File: src/rtl/core/i2cmts_pkg.sv
// Shared types, bus status codes and helpers for the I2C master transfer sequencer.
package i2cmts_pkg;

    // Commands carried on the input channel
    localparam logic [1:0] CMD_LOAD  = 2'd0;
    localparam logic [1:0] CMD_BEGIN = 2'd1;
    localparam logic [1:0] CMD_EVENT = 2'd2;

    // Configuration register indexes
    localparam logic [1:0] CFG_TARGET_ADDRESS = 2'd0;
    localparam logic [1:0] CFG_WRITE_LENGTH   = 2'd1;
    localparam logic [1:0] CFG_READ_LENGTH    = 2'd2;

    // Two-wire master status codes (low three bits masked off)
    localparam logic [7:0] STATUS_MASK    = 8'hF8;
    localparam logic [7:0] ST_BUS_ERROR   = 8'h00;
    localparam logic [7:0] ST_START       = 8'h08;
    localparam logic [7:0] ST_RSTART      = 8'h10;
    localparam logic [7:0] ST_SLA_W_ACK   = 8'h18;
    localparam logic [7:0] ST_SLA_W_NACK  = 8'h20;
    localparam logic [7:0] ST_DATA_W_ACK  = 8'h28;
    localparam logic [7:0] ST_DATA_W_NACK = 8'h30;
    localparam logic [7:0] ST_ARB_LOST    = 8'h38;
    localparam logic [7:0] ST_SLA_R_ACK   = 8'h40;
    localparam logic [7:0] ST_SLA_R_NACK  = 8'h48;
    localparam logic [7:0] ST_DATA_R_ACK  = 8'h50;
    localparam logic [7:0] ST_DATA_R_NACK = 8'h58;

    localparam logic READ_BIT = 1'b1;

    // Completion codes
    localparam logic [1:0] COMP_RUNNING = 2'd0;
    localparam logic [1:0] COMP_SUCCESS = 2'd1;
    localparam logic [1:0] COMP_ERROR   = 2'd2;

    // Sticky error flag bits
    localparam logic [2:0] ERR_NACK     = 3'b001;
    localparam logic [2:0] ERR_ARB_LOST = 3'b010;
    localparam logic [2:0] ERR_BUS      = 3'b100;

    typedef struct packed {
        logic       control_valid;
        logic       send_start;
        logic       send_stop;
        logic       ack_next;
        logic       irq_enable;
        logic       data_out_valid;
        logic [7:0] data_out;
        logic       rx_valid;
        logic [7:0] rx_byte;
        logic [7:0] rx_index;
        logic [1:0] completion;
        logic [2:0] error_flags;
    } result_t;

    // True when the byte at pos is the final one of a read of len bytes
    function automatic logic is_last_read(input logic [7:0] pos, input logic [7:0] len);
        return (len != 8'd0) && (({1'b0, pos} + 9'd1) == {1'b0, len});
    endfunction

endpackage

File: src/rtl/core/i2cmts_ram.sv
// Generic single-port-write, single-port-read RAM with registered read data.
module i2cmts_ram #(
    parameter int WIDTH = 8,
    parameter int DEPTH = 16
) (
    input  logic                                   clk,
    input  logic                                   we,
    input  logic [(DEPTH > 1 ? $clog2(DEPTH) : 1)-1:0] waddr,
    input  logic [WIDTH-1:0]                       wdata,
    input  logic [(DEPTH > 1 ? $clog2(DEPTH) : 1)-1:0] raddr,
    output logic [WIDTH-1:0]                       rdata
);

    logic [WIDTH-1:0] mem [DEPTH];
    logic [WIDTH-1:0] rdata_reg;

    always_ff @(posedge clk)
    begin
        if (we)
        begin
            mem[waddr] <= wdata;
        end
        rdata_reg <= mem[raddr];
    end

    assign rdata = rdata_reg;

endmodule

File: src/rtl/core/i2c_master_transfer_sequencer_unit.sv
// I2C master write-then-read transfer sequencer driven by two-wire status codes.
// A result is registered into the output register, or into the skid stage while the output is stalled.
// Throughput: one input transfer per cycle while the skid stage is empty; every command yields exactly one result.
// An output register plus a skid stage keep input accepted while one result is stalled.
// Reset (rst_n low, asynchronous) clears positions, error flags, configuration and both
// output stages; the write store holds no reset value and must be loaded before use.
module i2c_master_transfer_sequencer_unit
    import i2cmts_pkg::*;
#(
    parameter int WRITE_DEPTH = 16
) (
    input  logic       clk,
    input  logic       rst_n,

    // configuration write channel
    input  logic       cfg_valid,
    output logic       cfg_ready,
    input  logic [1:0] cfg_index,
    input  logic [7:0] cfg_data,

    // input channel
    input  logic       in_valid,
    output logic       in_ready,
    input  logic [1:0] command,
    input  logic [7:0] status,
    input  logic [7:0] byte_value,
    input  logic [3:0] load_slot,

    // output channel
    output logic       out_valid,
    input  logic       out_ready,
    output logic       control_valid,
    output logic       send_start,
    output logic       send_stop,
    output logic       ack_next,
    output logic       irq_enable,
    output logic       data_out_valid,
    output logic [7:0] data_out,
    output logic       rx_valid,
    output logic [7:0] rx_byte,
    output logic [7:0] rx_index,
    output logic [1:0] completion,
    output logic [2:0] error_flags
);

    // Store address width, and working widths wide enough to mask or extend into it
    localparam int AW = (WRITE_DEPTH > 1) ? $clog2(WRITE_DEPTH) : 1;
    localparam int PW = (AW > 5) ? AW : 5;
    localparam int SW = (AW > 4) ? AW : 4;

    // ------------------------------------------------------------------
    // Configuration registers; the port never stalls
    // ------------------------------------------------------------------
    logic [6:0] target_address_reg;
    logic [4:0] write_length_reg;
    logic [7:0] read_length_reg;

    assign cfg_ready = 1'b1;

    always_ff @(posedge clk or negedge rst_n)
    begin
        if (!rst_n)
        begin
            target_address_reg <= '0;
            write_length_reg   <= '0;
            read_length_reg    <= '0;
        end
        else if (cfg_valid && cfg_ready)
        begin
            unique case (cfg_index)
                CFG_TARGET_ADDRESS: target_address_reg <= cfg_data[6:0];
                CFG_WRITE_LENGTH:   write_length_reg   <= cfg_data[4:0];
                CFG_READ_LENGTH:    read_length_reg    <= cfg_data;
                default:            ;
            endcase
        end
    end

    // ------------------------------------------------------------------
    // Handshake state
    // ------------------------------------------------------------------
    logic    out_valid_reg;
    logic    skid_valid_reg;
    result_t out_reg;
    result_t skid_reg;
    logic    in_fire;
    logic    out_fire;

    // Input stalls only when both the output register and the skid stage are full
    assign in_ready = !skid_valid_reg;
    assign in_fire  = in_valid && in_ready;
    assign out_fire = out_valid_reg && out_ready;

    // ------------------------------------------------------------------
    // Sequencer state
    // ------------------------------------------------------------------
    logic [4:0] write_position_reg;
    logic [4:0] write_position_next;
    logic [7:0] read_position_reg;
    logic [7:0] read_position_next;
    logic [2:0] error_store_reg;
    logic [2:0] error_store_next;

    logic [4:0] wp_upd;
    logic [7:0] rp_upd;
    logic [2:0] err_upd;
    logic [4:0] eff_write_len;
    logic [7:0] code;
    logic [7:0] rp_inc;
    result_t    res;

    // Write store: loads go straight in; the read side prefetches the entry
    // that the next write position points at, so the byte is ready when the
    // data-ACK status arrives.
    logic          store_we;
    logic [AW-1:0] store_waddr;
    logic [AW-1:0] store_raddr;
    logic [7:0]    store_rdata;
    logic [7:0]    store_data;
    logic [SW-1:0] slot_wide;
    logic [PW-1:0] pos_masked;
    logic          slot_in_range;

    // Bypass for a load that hits the entry being prefetched in the same cycle
    logic       byp_hit_reg;
    logic       byp_hit_next;
    logic [7:0] byp_data_reg;

    assign code    = status & STATUS_MASK;
    assign rp_inc  = read_position_reg + 8'd1;

    // Lengths beyond the store depth clamp to the depth
    assign eff_write_len = ({4'd0, write_length_reg} > 9'(WRITE_DEPTH)) ?
                           5'(WRITE_DEPTH) : write_length_reg;

    assign slot_in_range = ({5'd0, load_slot} < 9'(WRITE_DEPTH));
    assign slot_wide     = SW'(load_slot);
    assign store_we      = in_fire && (command == CMD_LOAD) && slot_in_range;
    assign store_waddr   = slot_wide[AW-1:0];

    // Index by position masked with depth-1
    assign pos_masked    = PW'(write_position_next) & PW'(WRITE_DEPTH - 1);
    assign store_raddr   = pos_masked[AW-1:0];

    assign byp_hit_next  = store_we && (store_waddr == store_raddr);
    assign store_data    = byp_hit_reg ? byp_data_reg : store_rdata;

    i2cmts_ram #(
        .WIDTH (8),
        .DEPTH (WRITE_DEPTH)
    ) u_write_store (
        .clk   (clk),
        .we    (store_we),
        .waddr (store_waddr),
        .wdata (byte_value),
        .raddr (store_raddr),
        .rdata (store_rdata)
    );

    // ------------------------------------------------------------------
    // Decode one command into a result and the state updates
    // ------------------------------------------------------------------
    always_comb
    begin
        res     = '0;
        wp_upd  = write_position_reg;
        rp_upd  = read_position_reg;
        err_upd = error_store_reg;

        unique case (command)
            CMD_BEGIN:
            begin
                // Clear positions and errors, request START
                wp_upd             = '0;
                rp_upd             = '0;
                err_upd            = '0;
                res.control_valid  = 1'b1;
                res.send_start     = 1'b1;
                res.irq_enable     = 1'b1;
            end
            CMD_EVENT:
            begin
                case (code) inside
                    ST_START, ST_RSTART:
                    begin
                        // Address phase: read bit once all write bytes are out
                        res.control_valid  = 1'b1;
                        res.irq_enable     = 1'b1;
                        res.data_out_valid = 1'b1;
                        res.data_out       = {target_address_reg,
                                              ((eff_write_len == 5'd0) ||
                                               (write_position_reg == eff_write_len)) ?
                                              READ_BIT : 1'b0};
                    end
                    ST_SLA_W_ACK, ST_DATA_W_ACK:
                    begin
                        res.control_valid = 1'b1;
                        if (write_position_reg < eff_write_len)
                        begin
                            res.irq_enable     = 1'b1;
                            res.data_out_valid = 1'b1;
                            res.data_out       = store_data;
                            wp_upd             = write_position_reg + 5'd1;
                        end
                        else if (read_length_reg != 8'd0)
                        begin
                            // Repeated start into the read phase
                            res.send_start = 1'b1;
                            res.irq_enable = 1'b1;
                        end
                        else
                        begin
                            res.send_stop  = 1'b1;
                            res.completion = COMP_SUCCESS;
                        end
                    end
                    ST_SLA_R_ACK:
                    begin
                        res.control_valid = 1'b1;
                        res.irq_enable    = 1'b1;
                        res.ack_next      = !is_last_read(read_position_reg, read_length_reg);
                    end
                    ST_DATA_R_ACK:
                    begin
                        res.rx_valid      = 1'b1;
                        res.rx_byte       = byte_value;
                        res.rx_index      = read_position_reg;
                        rp_upd            = rp_inc;
                        res.control_valid = 1'b1;
                        res.irq_enable    = 1'b1;
                        res.ack_next      = !is_last_read(rp_inc, read_length_reg);
                    end
                    ST_DATA_R_NACK:
                    begin
                        // Final byte of the read: deliver, stop, success
                        res.rx_valid      = 1'b1;
                        res.rx_byte       = byte_value;
                        res.rx_index      = read_position_reg;
                        res.control_valid = 1'b1;
                        res.send_stop     = 1'b1;
                        res.completion    = COMP_SUCCESS;
                    end
                    ST_SLA_W_NACK, ST_DATA_W_NACK, ST_SLA_R_NACK:
                    begin
                        err_upd = error_store_reg | ERR_NACK;
                    end
                    ST_ARB_LOST:
                    begin
                        err_upd = error_store_reg | ERR_ARB_LOST;
                    end
                    ST_BUS_ERROR:
                    begin
                        err_upd = error_store_reg | ERR_BUS;
                    end
                    default:
                    begin
                        // Unknown code: stop with error, flags untouched
                        res.control_valid = 1'b1;
                        res.send_stop     = 1'b1;
                        res.completion    = COMP_ERROR;
                    end
                endcase

                // Any sticky error forces a bare stop; a received byte stays delivered
                if (err_upd != 3'd0)
                begin
                    res.control_valid  = 1'b1;
                    res.send_start     = 1'b0;
                    res.send_stop      = 1'b1;
                    res.ack_next       = 1'b0;
                    res.irq_enable     = 1'b0;
                    res.data_out_valid = 1'b0;
                    res.data_out       = '0;
                    res.completion     = COMP_ERROR;
                end
            end
            default:
            begin
                // Load or unused command: idle result
            end
        endcase

        res.error_flags = err_upd;
    end

    assign write_position_next = in_fire ? wp_upd  : write_position_reg;
    assign read_position_next  = in_fire ? rp_upd  : read_position_reg;
    assign error_store_next    = in_fire ? err_upd : error_store_reg;

    always_ff @(posedge clk or negedge rst_n)
    begin
        if (!rst_n)
        begin
            write_position_reg <= '0;
            read_position_reg  <= '0;
            error_store_reg    <= '0;
            byp_hit_reg        <= 1'b0;
        end
        else
        begin
            write_position_reg <= write_position_next;
            read_position_reg  <= read_position_next;
            error_store_reg    <= error_store_next;
            byp_hit_reg        <= byp_hit_next;
        end
    end

    always_ff @(posedge clk)
    begin
        byp_data_reg <= byte_value;
    end

    // ------------------------------------------------------------------
    // Output register and skid stage
    // ------------------------------------------------------------------
    always_ff @(posedge clk or negedge rst_n)
    begin
        if (!rst_n)
        begin
            out_valid_reg  <= 1'b0;
            skid_valid_reg <= 1'b0;
        end
        else if (in_fire)
        begin
            // skid is empty here, since in_ready requires it
            if (!out_valid_reg || out_fire)
            begin
                out_valid_reg <= 1'b1;
            end
            else
            begin
                skid_valid_reg <= 1'b1;
            end
        end
        else if (out_fire)
        begin
            out_valid_reg  <= skid_valid_reg;
            skid_valid_reg <= 1'b0;
        end
    end

    always_ff @(posedge clk)
    begin
        if (in_fire)
        begin
            if (!out_valid_reg || out_fire)
            begin
                out_reg <= res;
            end
            else
            begin
                skid_reg <= res;
            end
        end
        else if (out_fire && skid_valid_reg)
        begin
            out_reg <= skid_reg;
        end
    end

    assign out_valid      = out_valid_reg;
    assign control_valid  = out_reg.control_valid;
    assign send_start     = out_reg.send_start;
    assign send_stop      = out_reg.send_stop;
    assign ack_next       = out_reg.ack_next;
    assign irq_enable     = out_reg.irq_enable;
    assign data_out_valid = out_reg.data_out_valid;
    assign data_out       = out_reg.data_out;
    assign rx_valid       = out_reg.rx_valid;
    assign rx_byte        = out_reg.rx_byte;
    assign rx_index       = out_reg.rx_index;
    assign completion     = out_reg.completion;
    assign error_flags    = out_reg.error_flags;

    // ------------------------------------------------------------------
    // Assertions
    // ------------------------------------------------------------------
    a_skid_needs_out: assert property (@(posedge clk) disable iff (!rst_n)
        skid_valid_reg |-> out_valid_reg)
        else $error("skid stage holds a result while the output register is empty");

    a_empty_fill: assert property (@(posedge clk) disable iff (!rst_n)
        (in_fire && !out_valid_reg) |=> (out_valid_reg && !skid_valid_reg))
        else $error("result into an empty output stage went to the skid stage");

    a_error_stops: assert property (@(posedge clk) disable iff (!rst_n)
        (out_valid_reg && out_reg.control_valid && (out_reg.error_flags != 3'd0)) |->
        (out_reg.send_stop && !out_reg.send_start && !out_reg.irq_enable &&
         (out_reg.completion == COMP_ERROR)))
        else $error("sticky error without a forced stop");

    a_data_not_with_stop: assert property (@(posedge clk) disable iff (!rst_n)
        (out_valid_reg && out_reg.data_out_valid) |->
        (out_reg.control_valid && !out_reg.send_stop && !out_reg.send_start))
        else $error("data byte issued together with a bus condition");

endmodule

File: config.mk
export PLATFORM = sky130hd
export DESIGN_NAME = i2c_master_transfer_sequencer_unit
export DESIGN_NICKNAME = d
export VERILOG_FILES = /design/src/rtl/core/i2cmts_pkg.sv /design/src/rtl/core/i2cmts_ram.sv /design/src/rtl/core/i2c_master_transfer_sequencer_unit.sv
export SDC_FILE = /design/constraint.sdc
export NUM_CORES = 1
export LEC_CHECK = 0
export BUFFER_PORTS_ARGS = -buffer_cell sky130_fd_sc_hd__buf_2
export CAP_MARGIN = 20
export CORE_UTILIZATION = 25
export DETAILED_ROUTE_END_ITERATION = 8
export SETUP_SLACK_MARGIN = 0.05
export SKIP_CTS_REPAIR_TIMING = 1
export SLEW_MARGIN = 20
export SYNTH_ARGS = -nofsm -noshare
export SYNTH_HDL_FRONTEND = slang
export SYNTH_SLANG_ARGS = --single-unit
File: constraint.sdc
create_clock -name clk -period 4.9 [get_ports clk]
set_clock_uncertainty 0.15 [all_clocks]
set_input_delay 0.49 -clock clk [delete_from_list [all_inputs] [get_ports clk]]
set_output_delay 0.49 -clock clk [all_outputs]
set_load 0.05 [all_outputs]
---- Yosys cells after proc, flatten, opt, wreduce, memory -nomap -nowiden ----
Memories as Yosys holds them, arrays and structs flattened. A register that Yosys moved wholly into a read port is not among the register bits.
Cells that the tools add are included.
storage, ports and cells
  register bits after elaboration ......... 119
  bits in latches ......................... 0
  memory bits (writable) .................. 128
  ROM bits ................................ 0
  bits of input ports ..................... 37
  output and inout bits ................... 39
  logic and storage cells ................. 188
  memories ................................ 1
memory list
  memory             depth  width  rd ports  clocked after memory_dff  wr ports  line              text
  u_write_store.mem  16     8      1         1                         1         i2cmts_ram.sv:14  logic [WIDTH-1:0] mem [DEPTH];
operators by class
  add/sub/neg operators ................... 4
  multiply operators ...................... 0
  divide/modulo/power cells ............... 0
  order comparisons ....................... 2
  eq/ne operators ......................... 27
  shift operators ......................... 0
  muxes and demuxes ....................... 84
  bitwise gates (word level) .............. 1
  reductions and logical operators ........ 34
operators by type and width
  kind                                                  count
  two-way mux 36 bit                                    3
  two-way mux 17 bit                                    5
  two-way mux 8 bit                                     5
  two-way mux 1 bit                                     36
  two-way mux 28 bit                                    1
  two-way mux 3 bit                                     9
  two-way mux 9 bit                                     3
  two-way mux 2 bit                                     11
  equality test 5 x 3 -> 1 bit (second input constant)  4
  equality test 5 x 4 -> 1 bit (second input constant)  4
  two-way mux 5 bit                                     4
  adder 8 x 1 -> 9 bit (second input constant)          2
  equality test 9 x 8 -> 1 bit                          2
  case mux 8 bit (2 select lines)                       1
  two-way mux 14 bit                                    1
  AND reduction 2 bit                                   7
  != test 2 bit (second input constant)                 6
  equality test 5 x 2 -> 1 bit (second input constant)  2
  case mux 5 bit (2 select lines)                       1
  adder 8 x 1 -> 8 bit (second input constant)          1
  zero test 8 bit                                       1
  nonzero test 8 bit                                    1
  logical AND 1 bit                                     7
  case mux 3 bit (2 select lines)                       1
  23 further kinds                                      34

---- Logic depth before layout (Yosys ltp) ----
Gate-level depths: netlist of run 1.
  word-level depth ........................ 15
  mapped depth ............................ 13

---- Modules after synthesis ----
Synthesis of run 1 repeated with hierarchy kept, for this count alone.
second synthesis, totals
  cell total of the unflattened synthesis .. 696
  area, all modules ....................... 10895.4 um^2
by module, submodules not included
  module                              instances  cells each  area an instance (um^2)
  i2c_master_transfer_sequencer_unit  1          467         5748.0
  i2cmts_ram                          1          229         5147.4

---- Worst setup path before layout of run 1 ----
OpenSTA, ideal clock, no wires.
  path type ............................... reg-to-reg
  start ................................... register write_length_reg[4]
  end ..................................... register u_write_store.rdata_reg[0] (netlist: u_write_store.rdata[0]), read port of u_write_store.mem
  library setup time ...................... 134 ps
  arrival time ............................ 2894 ps
  data required time ...................... 4616 ps
  setup slack ............................. 1722 ps
  cell stages (with the launch flop) ...... 13
  buffers on the path ..................... 1
  period minus slack after synthesis ...... 3178 ps
  path through ............................ dfrtp_1 -> inv_1 -> nand2_1 -> ha_1 -> a211oi_1 -> o221ai_2 -> nor3_2 -> mux2_1 -> a22o_4 -> nand2b_1 -> buf_1 -> a221oi_1 -> or4_1
on the way
  cells in the longest elaborated chain, start to end .. 8
ends and longest elaborated chain
  what                                 line                                       text
  start, declared                      i2c_master_transfer_sequencer_unit.sv:55   logic [4:0] write_length_reg;
  start signal, assigned               i2c_master_transfer_sequencer_unit.sv:72   CFG_WRITE_LENGTH: write_length_reg <= cfg_data[4:0];
  > comparator 5 bit                   i2c_master_transfer_sequencer_unit.sv:133  assign eff_write_len = ({4'd0, write_length_reg} > 9'(WRITE_DEPTH)) ?
  two-way mux 5 bit (*)                i2c_master_transfer_sequencer_unit.sv:133
  less-than comparator 5 bit (*)       i2c_master_transfer_sequencer_unit.sv:198  if (write_position_reg < eff_write_len)
  two-way mux 5 bit (*)                i2c_master_transfer_sequencer_unit.sv:198
  two-way mux 5 bit (*) (2 in a row)   i2c_master_transfer_sequencer_unit.sv:183  case (code) inside
  case mux 5 bit (2 select lines) (*)  i2c_master_transfer_sequencer_unit.sv:170  unique case (command)
  two-way mux 4 bit (*)                i2c_master_transfer_sequencer_unit.sv:286  assign write_position_next = in_fire ? wp_upd : write_position_reg;
  via u_write_store.raddr (one bit)    i2cmts_ram.sv:10                           input logic [(DEPTH > 1 ? $clog2(DEPTH) : 1)-1:0] raddr,
  end, declared                        i2cmts_ram.sv:15                           logic [WIDTH-1:0] rdata_reg;
Mark *: on every way through the listed nets, which the timed path passes. The rest lies on a longest branch. The select of a mux whose other input is x is not followed.
A chain may end at the register's enable or synchronous reset.

---- Worst setup path after layout of run 1 ----
  start ................................... register write_length_reg[4]
  end ..................................... register u_write_store.rdata_reg[4] (netlist: u_write_store.rdata[4]), read port of u_write_store.mem
on the way
  cells in the longest elaborated chain, start to end .. 8
ends and longest elaborated chain
  what                                 line
  > comparator 5 bit                   i2c_master_transfer_sequencer_unit.sv:133
  two-way mux 5 bit (*)                i2c_master_transfer_sequencer_unit.sv:133
  less-than comparator 5 bit (*)       i2c_master_transfer_sequencer_unit.sv:198
  two-way mux 5 bit (*)                i2c_master_transfer_sequencer_unit.sv:198
  two-way mux 5 bit (*) (2 in a row)   i2c_master_transfer_sequencer_unit.sv:183
  case mux 5 bit (2 select lines) (*)  i2c_master_transfer_sequencer_unit.sv:170
  two-way mux 4 bit (*)                i2c_master_transfer_sequencer_unit.sv:286
Mark *: on every way between the ends. The rest lies on a longest branch, timed or not. The select of a mux whose other input is x is not followed.

==> impl_results.md, run 1 <==
* Drt wl/cell at 17.1 um
* Ratio of final minimum period to clock period at 80.3%
* CTS tree: done
* Distinct cells, synth at 63
* Worst EP required at 5170 ps
* Status: finished, final reports clean
* CP peak stage delay at 590 ps
* Clock Tree Buf Depth at 3
* Crit Path Class: flop to flop
* Delay-heaviest family, CP: simple AND/OR/NAND/NOR gates
* Number of flip-flops in the largest register at 128
* Core area at 43100 um^2
* Met1 WL at 11700 um
* Top sig layer: met5
* Simple-gate share of the synthesized area at 10.4%
* Remaining routing DRC violations at 0
* Hold Crit Class: primary input to flop
* Buffer and inverter count on the worst path at 2
* Fraction of layout instances using a drive strength above 1 at 21.4%
* Slew margin rel. at 31.2%
* Worst path cell trace: inv_1 -> nand2_1 -> ha_1 -> a211oi_1 -> o221ai_2 -> o211ai_1 -> and3_2 -> buf_12 -> mux2i_1 -> a221oi_1 -> or4_1
* Unrepaired setup endpoints after global routing: false
* Startpoint Class: flop
* Detailed-router iteration count before antenna repair at 5
* Main synth FF type: edfxtp_1
* Fillers at 4322
* Post-Route WL at 25400 um
* Mux contribution to synthesized area at 8.01%
* Final Hold Viols at 0
* Synth Area in Adders at 1.37%
* Met2 Routed Length at 11400 um
* Most frequent cells in the layout: edfxtp_1 (200), nand2_1 (92), buf_2 (70)
* Root buffer cell: clkbuf_16
* Clock-pin slew on the worst setup and hold paths at 60 ps
* Synth Cell Area at 10900 um^2
* Critical path peak fanout at 32
* Pwr dens at 518 nW/um^2
* RePlAce Congestion at 0.825
* I/O Buffers at 71
* Worst Path Arrival at 4200 ps
* Fmax achieved at 254 MHz
* Post-synth EDFFs at 200
* H-tree depth at 1
* Synth area leaders: edfxtp_1 (55%), dfrtp_1 (8.9%), mux2_2 (4.4%), mux2i_1 (3.5%), nand2_1 (3.2%)
* Yosys reg bits at 255
* Leakage power at 4.64 nW
* Met3 WL at 1640 um
* Min Tclk post-route at 3940 ps
* Commonest non-fill, non-tap cell in the layout: edfxtp_1
* Yosys top cell by area: edfxtp_1
* Global route overflow at 0
* Post-synthesis compound-gate area fraction at 9.16%
* Slew @ Worst Pin at 1030 ps
* Crit. End Element: flop
* Setup total negative slack at 0 ps
* Total track usage at 11.4%
* Layout Cell Area excl Fill at 12800 um^2
* Xor/xnor share of the synthesized area at 1.84%
* Area Growth Syn to Fin at 17.5%
* Vias per Instance at 4.56
* Largest family of logic cells by synthesized area: simple AND/OR/NAND/NOR gates
* Post-DP HPWL at 16600 um
* Ports at 76
* Die width at 211 um
* Post-synthesis cell count at 803
* Maxcap violations at 0
* Post-synth top area share at 54.9%
* Post-Syn Nets at 852
* N_diodes at 0
* Total power at 0.00666 W
* Peak supply drop at 0.331 mV
* Synth warn at 0
* DIE AREA at 44600 um^2
* Global-route wire length before repair at 39300 um
* Via Count at 6751
* Clock Latency Late Sink at 550 ps
* Total CTS buffers at 27
* # rows at 76
* Worst path slowest cell: and3_2
* Initial Util at 25.4%
* Pre-CTS setup slack at 1040 ps
* Vias in the first global route at 6582
* Final nets at 926
* Drt initial violations at 545
* FFs w/ async S/R, synth at 15.3%
* Area after DPL at 12000 um^2
* Clock net sink count at 255
* Sequential fraction of the synthesis area at 66.8%
* Die Ht at 211 um
* ANT nets after route at 0
* Antenna violations before repair at 2
* Syn Area/Cell at 13.6 um^2
* Final setup margin at 965 ps
* Number of setup violations in the final report at 0
* Slew Limit Fails at 0
* Largest net degree at the start of global routing at 67
[per-stage QoR]
stage	util (%)	instances	hold slack, ps
after floorplan	-	803	44.4
after global routing	29.8	1482	15.8
final	29.8	1482	32.0
after detailed placement	27.7	1432	355
after CTS	29.8	1481	-38.5
after global placement	27.7	1432	352
[cells by family after synthesis]
logic type                 after synthesis
DFF                                    255
and+or+nand+nor                        235
AOI/OAI and AO/OA                      140
muxes                                   82
buffers and inverters                   55
xor gates and xnor gates                23
adders and majority gates               12
other                                    1
[synthesized netlist by cell type (all sizes together), types with 10 or more instances]
library cell / n
a21oi: 45
a221oi: 28
and2: 18
buf: 23
clkbuf: 16
dfrtp: 39
dfxtp: 16
edfxtp: 200
ha: 12
inv: 16
mux2: 44
mux2i: 38
nand2: 92
nand2b: 10
nor2: 50
nor3: 16
o21ai: 20
o31ai: 11
xnor2: 15
[path summary, 6_finish.rpt]
check | depth (start not counted) | end | from | slack [ps]
hold / removal | 2 | read_length_reg[7] | cfg_data[7] | 30
hold reg to reg | 2 | control_valid | skid_reg[35] | 370
setup / recovery | 11 | u_write_store.rdata[4] | write_length_reg[4] | 960
setup reg to reg | 11 | u_write_store.rdata[4] | write_length_reg[4] | 960
max in group asynchronous | 2 | error_store_reg[2] | rst_n | 3870
min in group asynchronous | 2 | read_position_reg[2] | rst_n | 340
[final cells by class]
| cell class | count | area [um^2] | share of cell area [%] |
|---|---|---|---|
| Tap cell | 585 | 732 | 5.70 |
| Timing Repair Buffer | 84 | 483 | 3.76 |
| Inverter | 16 | 60.1 | 0.468 |
| Clock buffer | 36 | 749 | 5.83 |
| Clock inverter | 13 | 120 | 0.935 |
| Multi-Input combinational cell | 493 | 3400 | 26.5 |
| Sequential cell | 255 | 7300 | 56.8 |
[power breakdown]
group / leakage, nW / switching (W) / internal [W]
Sequential: 2.48 / 0.000123 / 0.00265
Clock: 0.429 / 0.000837 / 0.00118
Combinational: 1.73 / 0.00132 / 0.000551
Total: 4.64 / 0.00228 / 0.00438
[metal layers]
metal	global-route usage, %	vias to the layer above
li1	-	3169
met1	16.1	3315
met2	17.7	219
met3	2.39	44
met4	2.87	4
met5	0	-
No activity file was read; power rests on OpenSTA's default activity.
==> run 2, diff against run 1 <==
==> constraint.sdc (replaced) <==
create_clock -name clk -period 4.1 [get_ports clk]
set_clock_uncertainty 0.15 [all_clocks]
set_input_delay 0.41 -clock clk [delete_from_list [all_inputs] [get_ports clk]]
set_output_delay 0.41 -clock clk [all_outputs]
set_load 0.05 [all_outputs]
==> impl_results.md, run 2 (synthesis results as in run 1) <==
* Status: finished, final reports clean
* Pre-CTS setup slack at 496 ps
* Maxcap violations at 0
* Buffer and inverter count on the worst path at 2
* Register area at 7300 um^2
* Fillers at 4341
* Clock net sink count at 255
* Final setup margin at 338 ps
* ANT nets after route at 0
* Leakage power at 4.70 nW
* Pwr dens at 612 nW/um^2
* Global route overflow at 0
* Largest net degree at the start of global routing at 67
* Number of setup violations in the final report at 0
* Drt initial violations at 501
* Worst path slowest cell: nor4_1
* Remaining routing DRC violations at 0
* CTS tree: done
* Unrepaired setup endpoints after global routing: false
* Clock Tree Buf Depth at 3
* Total CTS buffers at 27
* Vias per Instance at 4.52
* Crit. End Element: flop
* Fraction of layout instances using a drive strength above 1 at 21.5%
* Total track usage at 11.4%
* Delay-heaviest family, CP: compound AO/OA/AOI/OAI gates
* Die Ht at 211 um
* Crit Path Class: flop to flop
* Slew margin rel. at 30.0%
* Startpoint Class: flop
* Post-DP HPWL at 16800 um
* RePlAce Congestion at 0.805
* P_sw at 0.00275 W
* Vias in the first global route at 6512
* Final Hold Viols at 0
* Internal power at 0.00519 W
* Clock-pin slew on the worst setup and hold paths at 60 ps
* Clock group share of total power at 29.9%
* CP peak stage delay at 510 ps
* Drt wl/cell at 16.8 um
* Hold path depth at 2
* I/O Buffers at 71
* DIE AREA at 44600 um^2
* Area Growth Syn to Fin at 18.5%
* Number of flip-flops in the largest register at 128
* Most frequent cells in the layout: edfxtp_1 (200), nand2_1 (92), buf_2 (71)
* Peak supply drop at 0.316 mV
* Via Count at 6757
* Hold Crit Class: primary input to flop
* Worst EP required at 4330 ps
* Reg2Reg Depth at 11
* Slew Limit Fails at 0
* Worst path cell trace: inv_1 -> nand2_1 -> ha_1 -> a211oi_1 -> o221a_2 -> nand2_1 -> a311oi_4 -> buf_12 -> xor2_1 -> nand2_1 -> nor4_1
* H-tree depth at 1
* Critical path peak fanout at 66
* Stages on worst setup path at 11
* Root buffer cell: clkbuf_16
* Ratio of final minimum period to clock period at 91.7%
* Final nets at 937
* Fmax achieved at 266 MHz
* Core area at 43100 um^2
* Min Tclk post-route at 3760 ps
* Ports at 76
* Sequential share of power at 41.8%
* Slew @ Worst Pin at 1050 ps
* Switching share of power at 34.6%
* Antenna violations before repair at 1
* Commonest non-fill, non-tap cell in the layout: edfxtp_1
* # rows at 76
* Detailed-router iteration count before antenna repair at 5
* Clock Latency Late Sink at 560 ps
* Setup total negative slack at 0 ps
* Multi-input gate area at 3390 um^2
* Total power at 0.00793 W
* Critical path's most frequent cell: nand2_1
* Global-route wire length before repair at 39000 um
* Power share of the combinational group at 28.3%
* Die width at 211 um
* Worst Path Arrival at 3990 ps
* Post-Route WL at 25100 um
* Initial Util at 25.4%
==> run 2: cell count changes in the layout (fill, tap and decap cells not counted), moves of 2 or more <==
cell | previous run | this run
bufinv_16 | 2 | 0
clkinv_2 | 7 | 5
clkinv_4 | 0 | 4
clkinvlp_4 | 2 | 0
dlygate4sd3_1 | 1 | 9
nor3_1 | 12 | 14
nor3_2 | 4 | 2
==> run 2: power by group through the flow <==
| stage | clock network, W | logic [W] | registers (W) |
|---|---|---|---|
| 3_5_place_dp | 0 | 0.00226 | 0.00337 |
| 4_1_cts | 0.00244 | 0.00227 | 0.00332 |
| 2_1_floorplan | 0 | 0.00117 | 0.00385 |
| 6_report | 0.00237 | 0.00225 | 0.00332 |
| 5_1_grt | 0.00255 | 0.00243 | 0.00335 |
| 3_3_place_gp | 0 | 0.00223 | 0.00337 |
==> run 2: stage by stage <==
step | cells | utilization, % | instance area [um^2] | hold slack, ps
2_1_floorplan | 803 | - | 10900 | -35.6
3_3_place_gp | 1435 | 27.8 | 12000 | 349
3_5_place_dp | 1435 | 27.8 | 12000 | 350
4_1_cts | 1485 | 29.9 | 12900 | -137
5_1_grt | 1494 | 30.1 | 13000 | 8.60
6_report | 1495 | 30.1 | 13000 | 21.3
==> run 2: worst register-to-register path: cells and delay by family (launching register included) <==
kind / cells / cell delay (ps)
and+or+nand+nor: 4 / 920
AOI/OAI and AO/OA: 3 / 1150
adders and majority gates: 1 / 300
DFF: 1 / 400
buffers and inverters: 2 / 450
xor gates and xnor gates: 1 / 230
==> run 2: area by class of cell <==
cell class	count	area share [%]
clock inverter	13	0.744
inverter	16	0.464
multi-input combinational	493	26.2
antenna	1	0.0193
tap	585	5.65
timing repair buffer	95	4.60
sequential	255	56.4
clock buffer	37	5.98
==> run 2: path summary, 6_finish.rpt <==
path | startpoint | end | slack [ps]
worst min-delay path | cfg_data[1] | read_length_reg[1] | 20
worst max register to register | write_length_reg[4] | byp_hit_reg | 340
worst max-delay path | write_length_reg[4] | byp_hit_reg | 340
max in group asynchronous | rst_n | write_position_reg[2] | 2800
worst min register to register | error_store_reg[2] | error_store_reg[2] | 370
min in group asynchronous | rst_n | error_store_reg[0] | 410
==> run 2: metal layers <==
layer  vias to the layer above  GRT usage (%)  wire, um
li1                       3201              -         -
met1                      3291           16.0     11600
met2                       233           17.6     11200
met3                        32           2.56      1740
met4                         0           2.72       540
met5                         -              0         0
